File: src/hw/rtl/gdlos_pkg.sv
// Shared constants, types and helpers of the grid line-of-sight block.
`default_nettype none
package gdlos_pkg;

  localparam int MAX_MAP_WIDTH  = 64;
  localparam int MAX_MAP_HEIGHT = 64;
  localparam int MAX_TILE_SIZE  = 64;
  localparam int MAP_DEPTH      = MAX_MAP_WIDTH * MAX_MAP_HEIGHT;
  localparam int MAP_AW         = $clog2(MAP_DEPTH);
  localparam int COL_AW         = $clog2(MAX_MAP_WIDTH);
  localparam int ROW_AW         = $clog2(MAX_MAP_HEIGHT);

  localparam int PIX_W  = 12;  // pixel coordinate
  localparam int CFG_W  = 7;   // configuration register
  localparam int CELL_W = 14;  // signed tile column or row during the walk
  localparam int FIX_W  = 32;  // Q16.16 distance
  localparam int RAD_W  = 64;  // square root radicand
  localparam int CNT_W  = 5;

  localparam int SQRT_ITERS = 32;
  localparam int DIV_ITERS  = 32;

  localparam logic [FIX_W-1:0] SAT32 = '1;

  localparam logic [1:0] REG_MAP_WIDTH  = 2'd0;
  localparam logic [1:0] REG_MAP_HEIGHT = 2'd1;
  localparam logic [1:0] REG_TILE_SIZE  = 2'd2;

  typedef enum logic [3:0] {
    ST_CLEAR, ST_IDLE, ST_PREP, ST_SQ, ST_SQRT, ST_DLOAD, ST_DIV, ST_DSAVE,
    ST_WINIT, ST_STEP, ST_TEST, ST_DONE
  } ctrl_state_t;

  typedef enum logic [3:0] {
    OP_NONE, OP_CLEAR, OP_FLAG, OP_LOAD, OP_PREP, OP_SQ_INIT, OP_SQRT,
    OP_DIV_INIT, OP_DIV, OP_DIV_SAVE, OP_WALK_INIT, OP_STEP
  } dp_op_t;

  typedef enum logic [1:0] {
    DIV_STEP_X, DIV_STEP_Y, DIV_ORG_X, DIV_ORG_Y
  } div_sel_t;

  typedef struct packed {
    dp_op_t              op;
    div_sel_t            sel;
    logic [MAP_AW-1:0]   clr_addr;
  } dp_cmd_t;

  typedef struct packed {
    logic walk_done;
    logic cell_wall;
  } dp_stat_t;

  // Register write value with saturation at the largest legal setting.
  function automatic logic [CFG_W-1:0] cfg_sat(input logic [CFG_W-1:0] v,
                                               input int unsigned lim);
    logic [CFG_W-1:0] r;
    r = (32'(v) > lim) ? CFG_W'(lim) : v;
    return r;
  endfunction

endpackage
`default_nettype wire

File: src/hw/rtl/gdlos_ctrl.sv
// Controller state machine: sequences clearing, root, divisions and the cell walk.
`default_nettype none
module gdlos_ctrl (
  input  wire logic               clk,
  input  wire logic               rst_n,
  input  wire logic               in_tvalid,
  input  wire logic               in_action,
  output logic                    in_tready,
  output logic                    out_tvalid,
  input  wire logic               out_tready,
  output logic                    out_clear,
  output gdlos_pkg::dp_cmd_t      cmd,
  input  wire gdlos_pkg::dp_stat_t stat
);

  localparam int CNT_W = gdlos_pkg::CNT_W;

  gdlos_pkg::ctrl_state_t state_r, state_nxt;
  gdlos_pkg::div_sel_t    sel_r, sel_nxt;
  logic [CNT_W-1:0]             cnt_r, cnt_nxt;
  logic [gdlos_pkg::MAP_AW-1:0] clr_r, clr_nxt;
  logic out_valid_r, out_valid_nxt;
  logic out_clear_r, out_clear_nxt;
  logic res_r, res_nxt;

  always_ff @(posedge clk) begin
    if (!rst_n) begin
      state_r     <= gdlos_pkg::ST_CLEAR;
      sel_r       <= gdlos_pkg::DIV_STEP_X;
      cnt_r       <= '0;
      clr_r       <= '0;
      out_valid_r <= 1'b0;
    end else begin
      state_r     <= state_nxt;
      sel_r       <= sel_nxt;
      cnt_r       <= cnt_nxt;
      clr_r       <= clr_nxt;
      out_valid_r <= out_valid_nxt;
    end
  end

  always_ff @(posedge clk) begin
    out_clear_r <= out_clear_nxt;
    res_r       <= res_nxt;
  end

  always_comb begin
    state_nxt     = state_r;
    sel_nxt       = sel_r;
    cnt_nxt       = cnt_r;
    clr_nxt       = clr_r;
    res_nxt       = res_r;
    out_clear_nxt = out_clear_r;
    out_valid_nxt = out_valid_r & ~out_tready;
    in_tready     = 1'b0;
    cmd.op        = gdlos_pkg::OP_NONE;
    cmd.sel       = sel_r;
    cmd.clr_addr  = clr_r;
    unique case (state_r)
      gdlos_pkg::ST_CLEAR: begin
        cmd.op  = gdlos_pkg::OP_CLEAR;
        clr_nxt = clr_r + 1'b1;
        if (32'(clr_r) == gdlos_pkg::MAP_DEPTH - 1) begin
          state_nxt = gdlos_pkg::ST_IDLE;
        end
      end
      gdlos_pkg::ST_IDLE: begin
        in_tready = 1'b1;
        if (in_tvalid) begin
          if (in_action) begin
            cmd.op    = gdlos_pkg::OP_LOAD;
            state_nxt = gdlos_pkg::ST_PREP;
          end else begin
            cmd.op = gdlos_pkg::OP_FLAG;
          end
        end
      end
      gdlos_pkg::ST_PREP: begin
        cmd.op    = gdlos_pkg::OP_PREP;
        state_nxt = gdlos_pkg::ST_SQ;
      end
      gdlos_pkg::ST_SQ: begin
        cmd.op    = gdlos_pkg::OP_SQ_INIT;
        cnt_nxt   = '0;
        state_nxt = gdlos_pkg::ST_SQRT;
      end
      gdlos_pkg::ST_SQRT: begin
        cmd.op  = gdlos_pkg::OP_SQRT;
        cnt_nxt = cnt_r + 1'b1;
        if (cnt_r == CNT_W'(gdlos_pkg::SQRT_ITERS - 1)) begin
          sel_nxt   = gdlos_pkg::DIV_STEP_X;
          state_nxt = gdlos_pkg::ST_DLOAD;
        end
      end
      gdlos_pkg::ST_DLOAD: begin
        cmd.op    = gdlos_pkg::OP_DIV_INIT;
        cnt_nxt   = '0;
        state_nxt = gdlos_pkg::ST_DIV;
      end
      gdlos_pkg::ST_DIV: begin
        cmd.op  = gdlos_pkg::OP_DIV;
        cnt_nxt = cnt_r + 1'b1;
        if (cnt_r == CNT_W'(gdlos_pkg::DIV_ITERS - 1)) begin
          state_nxt = gdlos_pkg::ST_DSAVE;
        end
      end
      gdlos_pkg::ST_DSAVE: begin
        cmd.op = gdlos_pkg::OP_DIV_SAVE;
        if (sel_r == gdlos_pkg::DIV_ORG_Y) begin
          state_nxt = gdlos_pkg::ST_WINIT;
        end else begin
          sel_nxt   = gdlos_pkg::div_sel_t'(sel_r + 2'd1);
          state_nxt = gdlos_pkg::ST_DLOAD;
        end
      end
      gdlos_pkg::ST_WINIT: begin
        cmd.op    = gdlos_pkg::OP_WALK_INIT;
        state_nxt = gdlos_pkg::ST_STEP;
      end
      gdlos_pkg::ST_STEP: begin
        if (stat.walk_done) begin
          res_nxt   = 1'b1;
          state_nxt = gdlos_pkg::ST_DONE;
        end else begin
          cmd.op    = gdlos_pkg::OP_STEP;
          state_nxt = gdlos_pkg::ST_TEST;
        end
      end
      gdlos_pkg::ST_TEST: begin
        if (stat.cell_wall) begin
          res_nxt   = 1'b0;
          state_nxt = gdlos_pkg::ST_DONE;
        end else begin
          state_nxt = gdlos_pkg::ST_STEP;
        end
      end
      gdlos_pkg::ST_DONE: begin
        // The result register may still hold the previous beat.
        if (!out_valid_r || out_tready) begin
          out_valid_nxt = 1'b1;
          out_clear_nxt = res_r;
          state_nxt     = gdlos_pkg::ST_IDLE;
        end
      end
      default: state_nxt = gdlos_pkg::ST_IDLE;
    endcase
  end

  assign out_tvalid = out_valid_r;
  assign out_clear  = out_clear_r;

endmodule
`default_nettype wire

File: config.mk
export PLATFORM = sky130hd
export DESIGN_NAME = gdlos_ctrl
export DESIGN_NICKNAME = d
export VERILOG_FILES = /design/src/hw/rtl/gdlos_pkg.sv /design/src/hw/rtl/gdlos_ctrl.sv
export SDC_FILE = /design/constraint.sdc
export NUM_CORES = 1
export LEC_CHECK = 0
export BUFFER_PORTS_ARGS = -buffer_cell sky130_fd_sc_hd__buf_2
export CAP_MARGIN = 5
export CORE_MARGIN = 1
export CORE_UTILIZATION = 40
export DETAILED_ROUTE_END_ITERATION = 8
export GPL_TIMING_DRIVEN = 0
export PLACE_DENSITY = 0.66
export SLEW_MARGIN = 20
export SYNTH_ARGS = -nofsm -noshare
export SYNTH_HDL_FRONTEND = slang
export SYNTH_SLANG_ARGS = --single-unit
File: constraint.sdc
create_clock -name clk -period 1.6 [get_ports clk]
set_clock_uncertainty 0.05 [all_clocks]
set_input_delay 0.16 -clock clk [delete_from_list [all_inputs] [get_ports clk]]
set_output_delay 0.16 -clock clk [all_outputs]
set_load 0.01 [all_outputs]
Word-level counts from Yosys, hierarchy flattened
Index checks and enable logic that the tools add are counted.
Widths: inputs -> output; s select.

word-level totals
  latch bits = 0
  register bits after elaboration = 26
  bits in writable memories = 0
  memories = 0
  bits of input ports = 7
  ROM bits = 0
  word-level logic and storage cells = 71
  output and inout port bits = 21

operators by class
  multiply operators = 0
  reductions and logical operators = 12
  $add $sub $neg = 3
  shift operators = 0
  equality and inequality tests = 23
  bitwise operators = 2
  mux-type cells = 24
  $lt $le $gt $ge = 0
  div/mod/pow operators = 0

operators with widths
  operator               number
  $pmux 4 s12            1
  $pmux 4 s10            1
  $mux 4                 8
  $ne 2x2->1 const B     9
  $eq 4x3->1 const B     4
  $eq 4x4->1 const B     4
  $add 12x1->12 const B  1
  $eq 12x12->1 const B   1
  $pmux 5 s2             1
  $eq 4x2->1 const B     2
  $mux 2                 4
  $mux 1                 7
  $reduce_and 3->1       2
  $reduce_and 6->1       1
  $reduce_bool 2->1      3
  $add 5x1->5 const B    1
  $eq 5x5->1 const B     1
  $eq 4x1->1 const B     1
  $logic_not 4->1        1
  $pmux 2 s2             1
  $reduce_or 2->1        2
  $add 2x1->2 const B    1
  $eq 2x2->1 const B     1
  $pmux 1 s2             1
  5 further kinds        5

Logic depth before layout (Yosys ltp)
Gate-level depths: netlist (run 1).

  depth after elaboration = 4
  mapped depth = 7
  gate-level depth less buffers = 7

Least setup slack after synthesis (run 1)
Ideal clock, no wire load.

  kind = reg2reg
  start point = register state_r[1]
  end point = register clr_r[7] (netlist bit)
  data required time = 1.422 ns
  buffers on the path = 1
  arrival time = 1.562 ns
  stages on the path, launching flop included = 7
  clock period less this slack = 1.739 ns
  setup time = 0.128 ns
  slack = -0.139 ns
  cell sequence = dfxtp_1 buf_6 or4_4 nor3_4 and4_1 xnor2_1 nor2_1

on the way
  cells in the longest elaborated chain, start to end = 1

ends and longest elaborated chain
  what                    line              RTL
  from (decl)             gdlos_ctrl.sv:18  gdlos_pkg::ctrl_state_t state_r, state_nxt;
  from (signal assigned)  gdlos_ctrl.sv:28  state_r <= gdlos_pkg::ST_CLEAR;
  from (signal assigned)  gdlos_ctrl.sv:34  state_r <= state_nxt;
  $logic_not 4->1         gdlos_ctrl.sv:59  unique case (state_r)
  to (signal assigned)    gdlos_ctrl.sv:37  clr_r <= clr_nxt;
  to (decl)               gdlos_ctrl.sv:21  logic [gdlos_pkg::MAP_AW-1:0] clr_r, clr_nxt;

Every way passes these cells.
A chain may end at the register's enable or synchronous reset.

Final worst setup path (run 1)
  start point = register state_r[1]
  end point = register state_r[1]

on the way
  cells in the longest elaborated chain, start to end = 3
  elaborated cells on any way between the ends = 20
  classes of those cells = eq/ne: 17; mux: 1; reduce/logical: 2

ends and longest elaborated chain
  what                                line
  $eq 4x4->1 (tied with other cells)  gdlos_ctrl.sv:59
  $ne 2x2->1 (no source line)         n/a
  $reduce_and 6->1 (no source line)   n/a

Parallel ways exist; a longest one is shown, timed or not.

==> results.ini, run 1 <==
[critical_path]
cp_slowest_cell=or4_4
critPathMaxStageDelay_ns=0.58
crit_type=flop to flop
worstRegToRegCells=5
reg2reg_from=state_r[1]
worstPathRequired_ns=1.78
crit_fanout=6
crit_arrival_ns=1.93
worstSetupStartpointType=flop
r2r_end=state_r[1]
r2r_slack_ns=-0.15
path_cells=or4_4, buf_6, o211ai_4, a211oi_2, a31o_1
worstSetupEndpointType=flop

[place]
dpl.hpwl_um=2260
io_buffer_count=27
dp_slack_ns=-0.219
gp_congestion=0.822

[power_and_ir_drop]
irDropWorstVdd_mv=0.656
cellPowerDensity_nw_per_um2=930
finalPower_mw=1.74
power.leakage_nw=0.792

[cts]
clk_latency_ns=0.33
htreeDepth=1
clock_sinks=26
cts_buffer_depth=2
cts_made_buffers=3
root_buffer=clkbuf_4
path_clk_slew_ns=0.13
cts_tree=done
cts_hold_buf=0

[timing]
clock.fmax_mhz=570
relSlewSlack=0.614
setup_viol=11
grt_setup_unrepaired=true
whs_ns=0.0543
min_period_over_period=1.10
fin_crit_ns=1.75
drv_slew=0
worst-slew-pin-transition_ns=0.577
setup_tns_ns=-0.924
setup_ws_ns=-0.155
hold_viol=0

[routing]
first_iter_violations=59
routed_wirelength_um=3340
wl_per_cell_um=13.1
via_per_inst=5.24
drcViolationCount=0
vias=1336
drtAntennaViolNets=0
first_pass_iters=4

[die]
chipHeight_um=60.8
die_x_um=60.8
pin_count=28
die_area_um2=3690
rows=20
initial_core_util=0.438
coreArea_um2=3150

[finish]
final_cell_mix=buf_2 (27), nor2_1 (26), nand2_1 (18), dfxtp_1 (18), buf_4 (12)
drive_above_1_share=0.379
fin_nets=223
final_common_cell=buf_2
num_antenna_cells=0
post-route-util=0.594
fillers=285
area_growth_pct=35.7

[job]
max-cap-violations=0

[synthesis]
synth.cell_area_um2=1380
post_synth_xor_area_fraction=0.0761
synth-adder-area-share=0.0362
yosys_warnings=0
syn_avg_cell_area_um2=8.17
ys.flop_type=dfxtp_1
syn_inst=169
synth-compound-area-share=0.137
synth_top_cell_area_share=0.348
synth-async-reset-ratio=0
syn_nets=180
ys_top_cells_by_area=dfxtp_1 (35%), nor2_1 (7.3%), nand2_1 (5.7%)
synth.ff_latch_count=26
yosys.area_share.simple=0.311
synth-edff-count=2
synth_top_family_by_area=simple AND/OR/NAND/NOR gates
yosysTopAreaCell=dfxtp_1
synth-seq-area-share=0.391
synthMuxAreaShare=0.00725
synth.distinct_cells=42

[grt]
grt_pass1_vias=1223
track_usage=0.201
antenna_found_initial=0
grt_pass1_wl_um=5530
grt_overflow_total=0
grt_max_degree=16

[hold_path]
worstHoldStart=rst_n
min_to=cnt_r[3]
hold_depth=3
hp-class=input pin to flop

[status]
violations=setup timing
status=finished, violations left

[Yosys cell counts (5+ instances only)]
master	n
a21oi_1	8
clkbuf_1	5
dfxtp_1	24
inv_1	5
nand2_1	21
nand3_1	5
nor2_1	27
nor2b_1	5
o21ai_0	5
xnor2_1	5
xor2_1	7
[report_power, final]
part	leakage, nW	total [mW]	switching (mW)	internal [mW]
Sequential	0.216	0.748	0.0519	0.696
Combinational	0.548	0.544	0.284	0.261
Clock	0.0279	0.451	0.198	0.254
Total	0.792	1.74	0.533	1.21
[registers in the layout, indices dropped and copies added (netlist names)]
name / flops
out_tvalid: 1
cnt_r: 5
clr_r: 12
state_r: 4
res_r: 1
sel_r: 2
out_clear: 1
[area by class of cell]
cell class	instances	area, µm²	share of cell area
clock inverters	1	30.0	0.0160
flip-flops and latches	26	561	0.299
plain buffers	6	36.3	0.0194
repair buffers	40	240	0.128
clock buffers	3	22.5	0.0120
well taps	44	55.1	0.0294
multi-input cells	130	911	0.486
inverters	5	18.8	0.0100
[per-stage QoR]
stage / instances / cell area (µm²)
2_1_floorplan: 169 / 1390
3_3_place_gp: 240 / 1580
3_5_place_dp: 240 / 1580
4_1_cts: 252 / 1800
5_1_grt: 255 / 1870
6_report: 255 / 1870
[worst max path at each step]
stage / from / end / slack, ns / cells past startpoint
finish: state_r[1] / state_r[1] / -0.15 / 5
global placement: state_r[2] / clr_r[7] / -0.16 / 6
floorplan: state_r[2] / clr_r[7] / -0.07 / 6
CTS: state_r[0] / clr_r[9] / -0.16 / 6
global route: state_r[1] / state_r[1] / -0.22 / 5
detailed placement: state_r[2] / state_r[1] / -0.22 / 6
[repair_timing]
action                     CTS  global route
setup endpoints to repair   22            22
gates resized for setup     31            15
pin swaps                   11            10
setup buffers               10             3
[critical path: cells and delay by family, from the launching register on]
kind	cells	cell delay, ns
compound gates	3	0.50
buf+inv	1	0.15
flops	1	0.39
simple gates	1	0.58
[per-layer routing]
layer | global-route usage | wire length [µm]
met1 | 0.250 | 1510
met2 | 0.347 | 1700
met3 | 0.0426 | 100
met4 | 0.0649 | 29
met5 | 0 | 0
[cells by family (layout without fill, tap and decap cells)]
logic type | count (synthesis) | after routing
fa+ha+maj | 4 | 4
flops | 26 | 26
buf+inv | 13 | 55
compound gates | 30 | 30
simple gates | 83 | 83
xor+xnor | 12 | 12
mux | 1 | 1
(Power assumes the default switching activity.)
==> run 2: changes to the inputs <==
- GPL_TIMING_DRIVEN: 0 -> default
- PLACE_DENSITY: 0.66 -> 0.63
- clock period: 1.6 -> 2.2 ns (I/O delays scaled with it)
==> results.ini, run 2 (synthesized netlist as in run 1, its figures left out) <==
[status]
status=complete, no violations  ; was finished, violations left

[grt]
grt_pass1_wl_um=4550  ; was 5530 µm
grt_pass1_vias=1107  ; was 1,223
antenna_found_initial=0  ; unchanged
grt_overflow_total=0  ; unchanged
track_usage=0.162  ; was 0.201
grt_max_degree=23  ; was 16

[die]
chipHeight_um=60.8  ; unchanged
pin_count=28  ; unchanged
die_x_um=60.8  ; unchanged
die_area_um2=3690  ; unchanged
rows=20  ; unchanged
coreArea_um2=3150  ; unchanged
initial_core_util=0.438  ; unchanged

[routing]
routed_wirelength_um=2890  ; was 3340 µm
drcViolationCount=0  ; unchanged
via_per_inst=5.23  ; was 5.24
first_pass_iters=4  ; unchanged
drtAntennaViolNets=0  ; unchanged
wl_per_cell_um=12.0  ; was 13.1 µm
first_iter_violations=56  ; was 59
vias=1254  ; was 1,336

[critical_path]
worstSetupEndpointType=flop  ; unchanged
crit_arrival_ns=2.13  ; was 1.93 ns
crit_end=clr_r[7]  ; was state_r[1]
crit_type=flop to flop  ; unchanged
cp_slowest_cell=or4_4  ; unchanged
path_cells=or4_4, nor3_4, and4_1, xnor2_1, nor2_1  ; was or4_4, buf_6, o211ai_4, a211oi_2, a31o_1
crit_family=simple AND/OR/NAND/NOR gates  ; unchanged
critPathMaxStageDelay_ns=0.65  ; was 0.58 ns
crit_fanout=14  ; was 6
path_buf_inv=0  ; was 1
r2r_end=clr_r[7]  ; was state_r[1]
worstRegToRegCells=5  ; unchanged
critical_path_depth=5  ; unchanged
reg2reg_from=state_r[0]  ; was state_r[1]
cp-startpoint=state_r[0]  ; was state_r[1]
worstSetupStartpointType=flop  ; unchanged
r2r_slack_ns=0.23  ; was -0.15 ns
worstPathRequired_ns=2.36  ; was 1.78 ns

[power_and_ir_drop]
cellPowerDensity_nw_per_um2=659  ; was 930 nW/µm²
power.leakage_nw=0.677  ; was 0.792 nW
irDropWorstVdd_mv=0.344  ; was 0.656 mV
finalPower_mw=1.05  ; was 1.74 mW

[finish]
largest_reg_flops=12  ; unchanged
final_cell_mix=nor2_1 (27), buf_2 (27), dfxtp_1 (23)  ; was buf_2 (27), nor2_1 (26), nand2_1 (18), dfxtp_1 (18), buf_4 (12)
drive_above_1_share=0.204  ; was 0.379
largestRegisters=clr_r x12, cnt_r x5, state_r x4  ; unchanged
regMostFlops=clr_r  ; unchanged
area_growth_pct=15.1  ; was 35.7%
final_cell_area_um2=1590  ; was 1870 µm²
post-route-util=0.504  ; was 0.594
fin_nets=208  ; was 223
num_antenna_cells=0  ; unchanged

[place]
dpl-instance-area_um2=1560  ; was 1580 µm²
io_buffer_count=27  ; unchanged
gp_congestion=0.757  ; was 0.822
dpl.hpwl_um=2150  ; was 2260 µm

[timing]
clock.fmax_mhz=508  ; was 570 MHz
relSlewSlack=0.545  ; was 0.614
fin_crit_ns=1.97  ; was 1.75 ns
min_period_over_period=0.895  ; was 1.10
setup_viol=0  ; was 11
worst-slew-pin-transition_ns=0.682  ; was 0.577 ns
grt_setup_unrepaired=false  ; was true
drv_slew=0  ; unchanged
hold_viol=0  ; unchanged
setup_tns_ns=0  ; was -0.924 ns
whs_ns=0.107  ; was 0.0543 ns

[hold_path]
hp-class=input pin to flop  ; unchanged

[job]
max-cap-violations=0  ; unchanged

[cts]
path_clk_slew_ns=0.15  ; was 0.13 ns
cts_buffer_depth=2  ; unchanged
cts_hold_buf=0  ; unchanged
htreeDepth=1  ; unchanged
clk_latency_ns=0.32  ; was 0.33 ns
ctsResizeCount=0  ; was 31
cts_made_buffers=3  ; unchanged
cts_setup_buffers=0  ; was 10
cts_tree=done  ; unchanged
root_buffer=clkbuf_4  ; unchanged
clock_sinks=26  ; unchanged

## run 2: cell count changes in the layout (fill, tap and decap cells not counted), moves of 3 or more
cell	before	now
dfxtp_4	5	0
nand2_2	3	0
dfxtp_1	18	23
buf_4	12	4
nand2_1	18	21
buf_6	3	0
## run 2: per-stage QoR
stage                     setup WS (ns)  cells
after global routing              0.152    240
final                             0.230    240
after detailed placement          0.250    236
after global placement            0.312    236
after floorplan                   0.461    169
after CTS                        0.0825    240
## run 2: worst reg2reg max path, cell delays in order (launching register included)
cell	delay (ns)
dfxtp_1	0.48
or4_4	0.65
nor3_4	0.27
and4_1	0.24
xnor2_1	0.12
nor2_1	0.06
## run 2: worst min-delay path by stage
stage / start / endpoint / depth (start not counted)
detailed placement: res_r / out_clear / 0
global placement: res_r / out_clear / 0
floorplan: rst_n / cnt_r[3] / 2
global route: rst_n / cnt_r[3] / 3
CTS: rst_n / cnt_r[3] / 3
finish: rst_n / cnt_r[3] / 3
## run 2: layer usage
| metal | share of wire | wire (µm) | GRT usage | vias up |
|---|---|---|---|---|
| met5 | 0 | 0 | 0 | - |
| met4 | 0.011 | 31 | 0.0455 | 0 |
| met3 | 0.034 | 97 | 0.0469 | 4 |
| met2 | 0.49 | 1420 | 0.290 | 21 |
| met1 | 0.46 | 1340 | 0.186 | 584 |
| li1 | - | - | - | 645 |
## run 2: layout make-up
type                    instances  area (µm²)
clock buffers                   4        26.3
fillers                       322        1560
inverters                       5        18.8
multi-input cells             130         783
flip-flops and latches         26         542
well taps                      44        55.1
repair buffers                 31         165
## run 2: power by group
group	internal, mW	leakage, nW	switching [mW]
sequential	0.506	0.212	0.0602
clock	0.0710	0.0150	0.143
combinational	0.124	0.450	0.144
total	0.701	0.677	0.348
